### config.mk
export PLATFORM = sky130hd
export DESIGN_NAME = smart_card_atr_parser_unit
export DESIGN_NICKNAME = d
export VERILOG_FILES = /design/src/scatr_pkg.sv /design/src/scatr_decode.sv /design/src/smart_card_atr_parser_unit.sv
export SDC_FILE = /design/constraint.sdc
export NUM_CORES = 1
export LEC_CHECK = 0
export BUFFER_PORTS_ARGS = -buffer_cell sky130_fd_sc_hd__buf_2
export CORE_MARGIN = 1.5
export CORE_UTILIZATION = 58
export DETAILED_ROUTE_END_ITERATION = 8
export GPL_TIMING_DRIVEN = 0
export PLACE_DENSITY = 0.86
export SLEW_MARGIN = 30
export SYNTH_ARGS = -nofsm -noshare
export SYNTH_HDL_FRONTEND = slang
export SYNTH_HIERARCHICAL = 1
export SYNTH_SLANG_ARGS = --single-unit
### constraint.sdc
create_clock -name clk -period 3.1 [get_ports clk]
set_input_delay 0.155 -clock clk [delete_from_list [all_inputs] [get_ports clk]]
set_output_delay 0.155 -clock clk [all_outputs]
set_load 0.005 [all_outputs]
### src/scatr_pkg.sv
// shared types, codes and factor tables of the answer-to-reset byte parser
// no dependencies
package scatr_pkg;

  localparam logic [2:0] PH_TS    = 3'd0;
  localparam logic [2:0] PH_T0    = 3'd1;
  localparam logic [2:0] PH_IFACE = 3'd2;
  localparam logic [2:0] PH_HIST  = 3'd3;
  localparam logic [2:0] PH_TCK   = 3'd4;
  localparam logic [2:0] PH_GARB  = 3'd5;

  localparam logic [3:0] KIND_TS   = 4'd0;
  localparam logic [3:0] KIND_T0   = 4'd1;
  localparam logic [3:0] KIND_TA   = 4'd2;
  localparam logic [3:0] KIND_TB   = 4'd3;
  localparam logic [3:0] KIND_TC   = 4'd4;
  localparam logic [3:0] KIND_TD   = 4'd5;
  localparam logic [3:0] KIND_HIST = 4'd6;
  localparam logic [3:0] KIND_TCK  = 4'd7;
  localparam logic [3:0] KIND_GARB = 4'd8;

  localparam logic [1:0] CONV_DIRECT  = 2'd0;
  localparam logic [1:0] CONV_INVERSE = 2'd1;
  localparam logic [1:0] CONV_INVALID = 2'd2;

  localparam logic [1:0] CKS_NONE    = 2'd0;
  localparam logic [1:0] CKS_GOOD    = 2'd1;
  localparam logic [1:0] CKS_BAD     = 2'd2;
  localparam logic [1:0] CKS_MISSING = 2'd3;

  localparam logic [7:0] TS_DIRECT  = 8'h3b;
  localparam logic [7:0] TS_INVERSE = 8'h3f;
  localparam logic [7:0] TA2_RSV    = 8'h60;

  localparam int OUT_BITS = 64;

  typedef struct packed {
    logic [2:0] phase;
    logic [3:0] pending;
    logic [3:0] grp;
    logic [3:0] hist;
    logic [7:0] xor_v;
    logic [7:0] chk_val;
    logic       chk_seen;
    logic [7:0] garb;
  } atr_state_t;

  localparam atr_state_t ST_RESET = '{
    phase: PH_TS, pending: 4'd0, grp: 4'd0, hist: 4'd0,
    xor_v: 8'd0, chk_val: 8'd0, chk_seen: 1'b0, garb: 8'd0
  };

  typedef struct packed {
    logic [7:0]         garbage_total;
    logic [7:0]         computed_checksum;
    logic [1:0]         checksum_status;
    logic               length_error;
    logic [1:0]         convention;
    logic               reserved_note;
    logic signed [6:0]  rate_factor;
    logic signed [12:0] clock_factor;
    logic [3:0]         protocol_type;
    logic [7:0]         byte_echo;
    logic [3:0]         group_number;
    logic [3:0]         byte_kind;
  } atr_result_t;

  function automatic logic signed [12:0] f_lookup(input logic [3:0] code);
    logic signed [12:0] f;
    case (code)
      4'd0:    f = 13'sd0;
      4'd1:    f = 13'sd372;
      4'd2:    f = 13'sd558;
      4'd3:    f = 13'sd744;
      4'd4:    f = 13'sd1116;
      4'd5:    f = 13'sd1488;
      4'd6:    f = 13'sd1860;
      4'd9:    f = 13'sd512;
      4'd10:   f = 13'sd768;
      4'd11:   f = 13'sd1024;
      4'd12:   f = 13'sd1536;
      4'd13:   f = 13'sd2048;
      default: f = -13'sd1;
    endcase
    return f;
  endfunction

  function automatic logic signed [6:0] d_lookup(input logic [3:0] code);
    logic signed [6:0] d;
    case (code)
      4'd1:    d = 7'sd1;
      4'd2:    d = 7'sd2;
      4'd3:    d = 7'sd4;
      4'd4:    d = 7'sd8;
      4'd5:    d = 7'sd16;
      4'd8:    d = 7'sd0;
      4'd10:   d = -7'sd2;
      4'd11:   d = -7'sd4;
      4'd12:   d = -7'sd8;
      4'd13:   d = -7'sd16;
      4'd14:   d = -7'sd32;
      4'd15:   d = -7'sd64;
      default: d = -7'sd1;
    endcase
    return d;
  endfunction

endpackage

### src/scatr_decode.sv
// per-byte classification and parser next-state logic
// depends on scatr_pkg
module scatr_decode
  import scatr_pkg::*;
(
  input  atr_state_t  st,
  input  logic [7:0]  atr_byte,
  input  logic        last_byte,
  output atr_state_t  st_nxt,
  output atr_result_t res
);

  atr_state_t  nx;
  logic [3:0]  hist_dec;

  function automatic logic [2:0] after_group(input logic [3:0] pend, input logic [3:0] hist);
    logic [2:0] ph;
    if (pend != 4'd0) ph = PH_IFACE;
    else if (hist != 4'd0) ph = PH_HIST;
    else ph = PH_TCK;
    return ph;
  endfunction

  assign hist_dec = (st.hist != 4'd0) ? st.hist - 4'd1 : 4'd0;

  always_comb begin
    nx  = st;
    res = '0;
    res.byte_echo = atr_byte;
    res.byte_kind = KIND_GARB;
    case (st.phase)
      PH_TS: begin
        res.byte_kind = KIND_TS;
        if (atr_byte == TS_DIRECT) res.convention = CONV_DIRECT;
        else if (atr_byte == TS_INVERSE) res.convention = CONV_INVERSE;
        else res.convention = CONV_INVALID;
        nx.phase = PH_T0;
      end
      PH_T0: begin
        res.byte_kind = KIND_T0;
        nx.pending = atr_byte[7:4];
        nx.hist    = atr_byte[3:0];
        nx.grp     = 4'd1;
        nx.phase   = after_group(atr_byte[7:4], atr_byte[3:0]);
      end
      PH_IFACE: begin
        res.group_number = st.grp;
        if (st.pending[0]) begin
          res.byte_kind = KIND_TA;
          nx.pending = st.pending & 4'he;
          if (st.grp == 4'd1) begin
            res.clock_factor  = f_lookup(atr_byte[7:4]);
            res.rate_factor   = d_lookup(atr_byte[3:0]);
            res.reserved_note = (res.clock_factor == -13'sd1) || (res.rate_factor == -7'sd1);
          end else if (st.grp == 4'd2) begin
            res.reserved_note = |(atr_byte & TA2_RSV);
          end
        end else if (st.pending[1]) begin
          res.byte_kind = KIND_TB;
          nx.pending = st.pending & 4'hc;
          if (st.grp == 4'd1) res.reserved_note = atr_byte[7];
        end else if (st.pending[2]) begin
          res.byte_kind = KIND_TC;
          nx.pending = st.pending & 4'h8;
        end else begin
          res.byte_kind     = KIND_TD;
          res.protocol_type = atr_byte[3:0];
          nx.pending        = atr_byte[7:4];
          if (st.grp != 4'd15) nx.grp = st.grp + 4'd1;
        end
        nx.phase = after_group(nx.pending, st.hist);
      end
      PH_HIST: begin
        res.byte_kind = KIND_HIST;
        nx.hist  = hist_dec;
        nx.phase = (hist_dec != 4'd0) ? PH_HIST : PH_TCK;
      end
      PH_TCK: begin
        res.byte_kind = KIND_TCK;
        nx.chk_val  = atr_byte;
        nx.chk_seen = 1'b1;
        nx.phase    = PH_GARB;
      end
      default: begin
        res.byte_kind = KIND_GARB;
        if (st.garb != 8'hff) nx.garb = st.garb + 8'd1;
      end
    endcase

    if (res.byte_kind != KIND_TS) nx.xor_v = st.xor_v ^ atr_byte;

    if (last_byte) begin
      res.length_error      = !nx.chk_seen;
      res.computed_checksum = st.xor_v;
      res.garbage_total     = nx.garb;
      if (!nx.chk_seen) res.checksum_status = CKS_MISSING;
      else if (nx.chk_val == st.xor_v) res.checksum_status = CKS_GOOD;
      else res.checksum_status = CKS_BAD;
      st_nxt = ST_RESET;
    end else begin
      st_nxt = nx;
    end
  end

endmodule

### src/smart_card_atr_parser_unit.sv
// path: an accepted request is held in the input register, then decoded into the result register that drives out_tvalid
// throughput: one byte per cycle while out_tready is high; parser state updates as a byte leaves the input register
// stalls: a waiting result holds; the input register takes one more request, then in_tready drops
// reset: rst_n low clears both valid flags and returns the parser to waiting for ts
// top level of the answer-to-reset byte parser: input register, decode, result register
// depends on scatr_pkg and scatr_decode
module smart_card_atr_parser_unit
  import scatr_pkg::*;
(
  input  logic                clk,
  input  logic                rst_n,
  input  logic                in_tvalid,
  output logic                in_tready,
  input  logic [7:0]          in_tdata,   // atr_byte
  input  logic                in_tlast,   // last_byte
  output logic                out_tvalid,
  input  logic                out_tready,
  output logic [3:0]          out_tuser,  // byte_kind
  // group_number, byte_echo, protocol_type, clock_factor, rate_factor,
  // reserved_note, convention, length_error, checksum_status, computed_checksum,
  // garbage_total, zero pad
  output logic [OUT_BITS-1:0] out_tdata
);

  logic        s1_valid_r;
  logic [7:0]  s1_byte_r;
  logic        s1_last_r;
  logic        out_valid_r;
  atr_result_t out_res_r;
  atr_state_t  st_r;
  atr_state_t  st_nxt;
  atr_result_t res;
  logic        s1_advance;

  assign s1_advance = s1_valid_r && (!out_valid_r || out_tready);
  assign in_tready  = !s1_valid_r || s1_advance;

  scatr_decode u_decode (
    .st        (st_r),
    .atr_byte  (s1_byte_r),
    .last_byte (s1_last_r),
    .st_nxt    (st_nxt),
    .res       (res)
  );

  always_ff @(posedge clk) begin
    if (!rst_n) begin
      s1_valid_r  <= 1'b0;
      out_valid_r <= 1'b0;
      st_r        <= ST_RESET;
    end else begin
      if (in_tready) s1_valid_r <= in_tvalid;
      if (s1_advance) begin
        out_valid_r <= 1'b1;
        st_r        <= st_nxt;
      end else if (out_tready) begin
        out_valid_r <= 1'b0;
      end
    end
  end

  always_ff @(posedge clk) begin
    if (in_tready && in_tvalid) begin
      s1_byte_r <= in_tdata;
      s1_last_r <= in_tlast;
    end
    if (s1_advance) out_res_r <= res;
  end

  assign out_tvalid = out_valid_r;
  assign out_tuser  = out_res_r.byte_kind;
  assign out_tdata  = {{(OUT_BITS - $bits(atr_result_t) + 4){1'b0}},
                       out_res_r[$bits(atr_result_t)-1:4]};

  // a final byte always hands the parser back to waiting for ts
  a_last_resets: assert property (@(posedge clk) disable iff (!rst_n)
    s1_advance && s1_last_r |=> st_r.phase == PH_TS && !st_r.chk_seen && st_r.garb == 8'd0)
    else $error("parser state not cleared after final byte");

  // interface phase only with an interface byte still announced
  a_iface_pending: assert property (@(posedge clk) disable iff (!rst_n)
    st_r.phase == PH_IFACE |-> st_r.pending != 4'd0)
    else $error("interface phase with no pending byte");

  // historical phase only with historical bytes left
  a_hist_left: assert property (@(posedge clk) disable iff (!rst_n)
    st_r.phase == PH_HIST |-> st_r.hist != 4'd0)
    else $error("historical phase with zero count");

  // verdict fields only on a final byte
  a_verdict_final: assert property (@(posedge clk) disable iff (!rst_n)
    s1_advance && !s1_last_r |=> out_res_r.checksum_status == CKS_NONE
      && !out_res_r.length_error && out_res_r.garbage_total == 8'd0)
    else $error("verdict reported on non-final byte");

  // checksum captured at most once per run: it is seen only in the garbage phase
  a_tck_once: assert property (@(posedge clk) disable iff (!rst_n)
    st_r.chk_seen |-> st_r.phase == PH_GARB)
    else $error("checksum seen outside garbage phase");

endmodule
# Word level (Yosys, flattened, before mapping)
# Memories as Yosys holds them, arrays and structs flattened. A register that Yosys moved wholly into a read port is not among the register bits.
# Index checks and enable logic that the tools add are counted.
[word_totals] reg_bits=113 rom_bits=320 n_memories=2
[memory_table] name="(name not given)" depth=16 word_bits=13 read_ports=1 rd_clocked_by_memory_dff=1 wr=0 line="scatr_pkg.sv:70" text="case (code)"
[memory_table] name="(name not given)" depth=16 word_bits=7 read_ports=1 rd_clocked_by_memory_dff=1 wr=0 line="scatr_pkg.sv:90" text="case (code)"
[classes] addsub=3 n_eq_ne=17 muxes=44 bitwise=3 reduce_logical=30
[ops] op="two-way mux 4 bit" count=13
[ops] op="two-way mux 40 bit" count=1
[ops] op="two-way mux 13 bit" count=3
[ops] op="two-way mux 8 bit" count=3
[ops] op="nonzero test 4 bit" count=6
[ops] op="two-way mux 7 bit" count=3
[ops] op="one-hot mux 4 bit (5 select lines)" count=1
[ops] op="== test 8 x 6 -> 1 bit (second input constant)" count=2
[ops] op="one-hot mux 8 bit (2 select lines)" count=1
[ops] op="two-way mux 3 bit" count=5
[ops] op="one-hot mux 3 bit (5 select lines)" count=1
[ops] op="== test 13 x 1 -> 1 bit (second input constant)" count=1
[ops] op="two-way mux 9 bit" count=1
[ops] op="!= test 3 bit (second input constant)" count=3
[ops] op="adder 8 x 1 -> 8 bit (second input constant)" count=1
[ops] op="== test 8 bit" count=1
[ops] op="two-way mux 1 bit" count=8
[ops] op="!= test 8 bit (second input constant)" count=1
[ops] op="one-hot mux 4 bit (2 select lines)" count=1
[ops] op="AND reduction 2 bit" count=4
[ops] op="XOR 8 bit" count=1
[ops] op="== test 7 x 1 -> 1 bit (second input constant)" count=1
[ops] op="== test 3 x 2 -> 1 bit (second input constant)" count=2
[ops] op="two-way mux 2 bit" count=3
[ops] op="21 further kinds" count=30

# Depth between registers and ports, before layout
[logic_depth] ltp_word=8 depth_mapped=11

# Cells and area by module
# Netlist, hierarchy kept.
[modules_own_cells] mod="smart_card_atr_parser_unit" instances=1 cells_each=261 area_per_inst_um2=3902.5 seq_area_each_um2=2972.9
[modules_own_cells] mod="scatr_decode" instances=1 cells_each=395 area_per_inst_um2=2223.4 seq_area_each_um2=0.0

# Worst setup path before layout
# No wires, ideal clock.
[synth_path] path_kind="register to register" start="register st_r[39] (netlist bit)" end="register out_res_r (netlist bit out_tdata[41]), data pin" setup_ns=0.254 arrival_time_ns=1.918 required_ns=2.846 slack_ns=0.927 stages_incl_launch_ff=8 n_path_buf=2 cell_sequence="dfxtp_1 > or3b_1 > buf_4 > buf_6 > nor3_2 > o22ai_1 > or4_1 > o21a_1"
[synth_between] elab_chain_len=5
[synth_rtl] item="start, declared" line="smart_card_atr_parser_unit.sv:30" text="atr_state_t st_r;"
[synth_rtl] item="start signal, assigned" line="smart_card_atr_parser_unit.sv:55" text="st_r <= st_nxt;"
[synth_rtl] item="== test 3 bit *" line="scatr_decode.sv:31" text="case (st.phase)"
[synth_rtl] item="two-way mux 9 bit *" line="scatr_decode.sv:31"
[synth_rtl] item="== test 8 bit" line="scatr_decode.sv:97" text="else if (nx.chk_val == st.xor_v) res.checksum_status = CKS_GOOD;"
[synth_rtl] item="two-way mux 2 bit" line="scatr_decode.sv:97"
[synth_rtl] item="two-way mux 2 bit *" line="scatr_decode.sv:96" text="if (!nx.chk_seen) res.checksum_status = CKS_MISSING;"
[synth_rtl] item="end signal, assigned" line="smart_card_atr_parser_unit.sv:67" text="if (s1_advance) out_res_r <= res;"
[synth_rtl] item="end, declared" line="smart_card_atr_parser_unit.sv:29" text="atr_result_t out_res_r;"
# Mark *: on every way between the ends. The rest lies on a longest branch, timed or not.
# A chain may end at the register's enable or synchronous reset.

# Worst setup path after layout
# Same ends and word-level chain as after synthesis.

==> metrics.md <==
| Metric | Value |
|---|---|
| Status | `finished clean` |
| Post-route DRC | `0` |
| Total congestion overflow | `0` |
| Endpoints failing hold | `0` |
| Critical Path Slowest Stage Cell | `nor3b_2` |
| Non-filler instance count after layout | `917` |
| FF/Latch Area | `0.00297 mm^2` |
| Max-Cap Viols | `0` |
| Number of global-route vias before repair | `5,191` |
| Total CTS buffers | `17` |
| I/O Buffers | `75` |
| Critical Path RT | `3380 ps` |
| Antenna-violating nets left | `0` |
| Fmax achieved | `0.361 GHz` |
| Clk_lat worst skew | `530 ps` |
| Worst Path Arrival | `3050 ps` |
| Fin. max-slew vios | `0` |
| Layout fillers | `755` |
| Layout cell share with drive strength beyond 1 | `17.8%` |
| Final core utilization | `72.4%` |
| Post-route setup TNS | `0 ps` |
| Placed cell areas | `0.00669 mm^2` |
| Top cells by area, synth | `edfxtp_1, dfxtp_1, nand2_1` |
| Synthesized flop and latch total | `113` |
| Commonest non-fill, non-tap cell in the layout | `nand2_1` |
| Crit end category | `register` |
| Total power | `4.05 mW` |
| Clk_skew | `9.76 ps` |
| Most frequent cells in the layout | `nand2_1, nor2_1, buf_2` |
| Crit start category | `register` |
| Post-Syn Instances | `656` |
| Cell Rows | `37` |
| Final min period | `2770 ps` |
| Die X | `106 um` |
| Synth Cell Area | `0.00613 mm^2` |
| Pin count of the biggest net entering global routing | `72` |
| Wire length per cell | `17.1 um` |
| Avg Inst Size Synth | `9.34 um^2` |
| H-tree depth | `4` |
| Clock slew at reported path FFs | `60 ps` |
| Initial antenna violation count | `0` |
| CTS tree | `done` |
| Worst-Margin Slew | `716 ps` |
| Final WL | `15,600 um` |
| YS warnings | `6` |
| Share of the synthesized area in the top cell type | `34.8%` |
| Critical Path Source | `st_r[39]` |
| Nets | `797` |
| Post-synth cell types | `58` |
| Post-synth ARST share | `0%` |
| Setup Crit Path Kind | `reg2reg` |
| Layout area overhead | `21.5%` |
| Slew HR | `52.3%` |
| Top_reg_cell synth | `edfxtp_1` |
| Io pins | `83` |
| Pre-CTS setup slack | `542 ps` |
| Peak fanout along the critical path | `9` |
| Final worst slack | `330 ps` |
| Die ar. | `0.0112 mm^2` |
| EDFF count, synth | `71` |
| R2r worst-path depth | `6` |
| Hold slack | `339 ps` |
| First-pass GRT wire length | `25,000 um` |
| Part of the cycle the worst path needs | `89.4%` |
| DR pass1 iterations | `8` |
| R2R setup slack | `330 ps` |
| Max VDD drop | `0.000317 V` |
| TritonCTS Sinks | `113` |
| Setup bufs post-CTS | `0` |
| Initial Utilization | `59.6%` |
| CP peak stage delay | `600 ps` |
| Setup-failing EPs final | `0` |
| Largest area contributor in the netlist | `edfxtp_1` |
| Gpl congestion | `0.894` |
| Seq/Total Area, Yosys | `48.5%` |
| Min-Delay Path Class | `in2reg` |
| Clk buf depth | `2` |
| Drt initial violations | `453` |
| Final instance area | `0.00744 mm^2` |
| DIE HEIGHT | `106 um` |
| LEAKAGE | `2.86 nW` |
| Via count | `5,341` |
| Diode count | `0` |
| Worst setup path endpoint | `out_tdata[41]` |
| Placed Instances | `872` |
| Total power divided by cell area | `545 mW/mm^2` |
| Gr usage total | `29.1%` |
| Placeable Area | `0.0103 mm^2` |
| CP cell instances | `nor3b_2, nand2_1, o311ai_1, o221ai_1, or4_1, o21a_1` |
| Detail Placement HPWL | `10,200 um` |
| Root buf cell | `clkbuf_8` |
| Reg-to-reg startpoint | `st_r[39]` |
| RSZ-0062 raised after global routing | `no` |
| Reg-to-Reg End | `out_tdata[41]` |
| Vias/cell | `5.82` |
| Area taken by multi-input logic gates | `0.00274 mm^2` |
[what timing repair did]
action,in CTS,in global routing
hold buffers,13,0
endpoints found under the hold margin,13,0
gates resized for setup,0,0
[area by class of cell]
| cell class | instances | share of cell area (%) |
|---|---|---|
| Inverter | 20 | 1.01 |
| Buffer | 56 | 4.76 |
| Timing Repair Buffer | 88 | 6.79 |
| Tap cell | 136 | 2.29 |
| Multi-Input combinational cell | 472 | 36.8 |
| Clock buffer | 20 | 5.85 |
| Clock inverter | 12 | 2.52 |
| Sequential cell | 113 | 39.9 |
[registers in the layout, indices dropped and copies added (netlist names)]
signal and cells:
out_tvalid 1, s1_valid_r 1, out_tdata 58, st_r 40
out_tuser 4, s1_last_r 1, s1_byte_r 8
[worst min-delay path by stage]
stage               depth (start not counted)  slack, ps        start            to
CTS                                         2        330  in_tdata[6]  s1_byte_r[6]
global route                                2        330  in_tdata[7]  s1_byte_r[7]
finish                                      2        340  in_tdata[2]  s1_byte_r[2]
floorplan                                   0        250  in_tdata[0]  s1_byte_r[0]
detailed placement                          1        330  in_tdata[7]  s1_byte_r[7]
global placement                            1        330  in_tdata[6]  s1_byte_r[6]
[power breakdown]
part | internal [mW] | leakage [nW] | switching [mW] | total [mW]
combinational | 0.124 | 1.53 | 0.201 | 0.324
clock | 1.40 | 0.300 | 0.671 | 2.07
sequential | 1.64 | 1.02 | 0.0231 | 1.66
[routing by layer]
metal | routed length [um] | GRT usage (%) | up-vias
met3 | 1330 | 6.93 | 66
met1 | 6280 | 35.3 | 2458
met5 | 0 | 0 | -
met2 | 7380 | 47.1 | 322
met4 | 659 | 17.4 | 0
li1 | - | - | 2495
[worst max-delay path, delay by kind of cell (launching register included)]
family	cells	cell delay [ps]
compound gates	3	680
flops	1	450
simple gates	3	1380
[synth_stat cells (4+ instances only)]
master    count
nand2_1     123
nor2_1       83
edfxtp_1     71
mux2i_1      46
dfxtp_1      42
a21oi_1      39
clkbuf_1     31
o21ai_0      21
inv_1        20
nor3_1       18
buf_4        16
ha_1         16
and2_1       11
nand4_1      10
xnor2_1      10
nor2b_1       8
o22ai_1       8
nand2b_1      7
xor2_1        7
nand3_1       6
buf_12        4
o32ai_1       4
[kinds of logic (layout without fill, tap and decap cells)]
kind of cell	count (synthesis)	in the layout	synth area share, %
and+or+nand+nor	284	284	20.6
xor gates and xnor gates	17	17	2.43
adders and majority gates	16	16	3.27
DFF	113	113	48.5
buffers and inverters	76	196	7.01
other	1	6	0.0612
muxes	48	48	7.88
AOI/OAI and AO/OA	101	101	10.2
(Power assumes the default switching activity.)
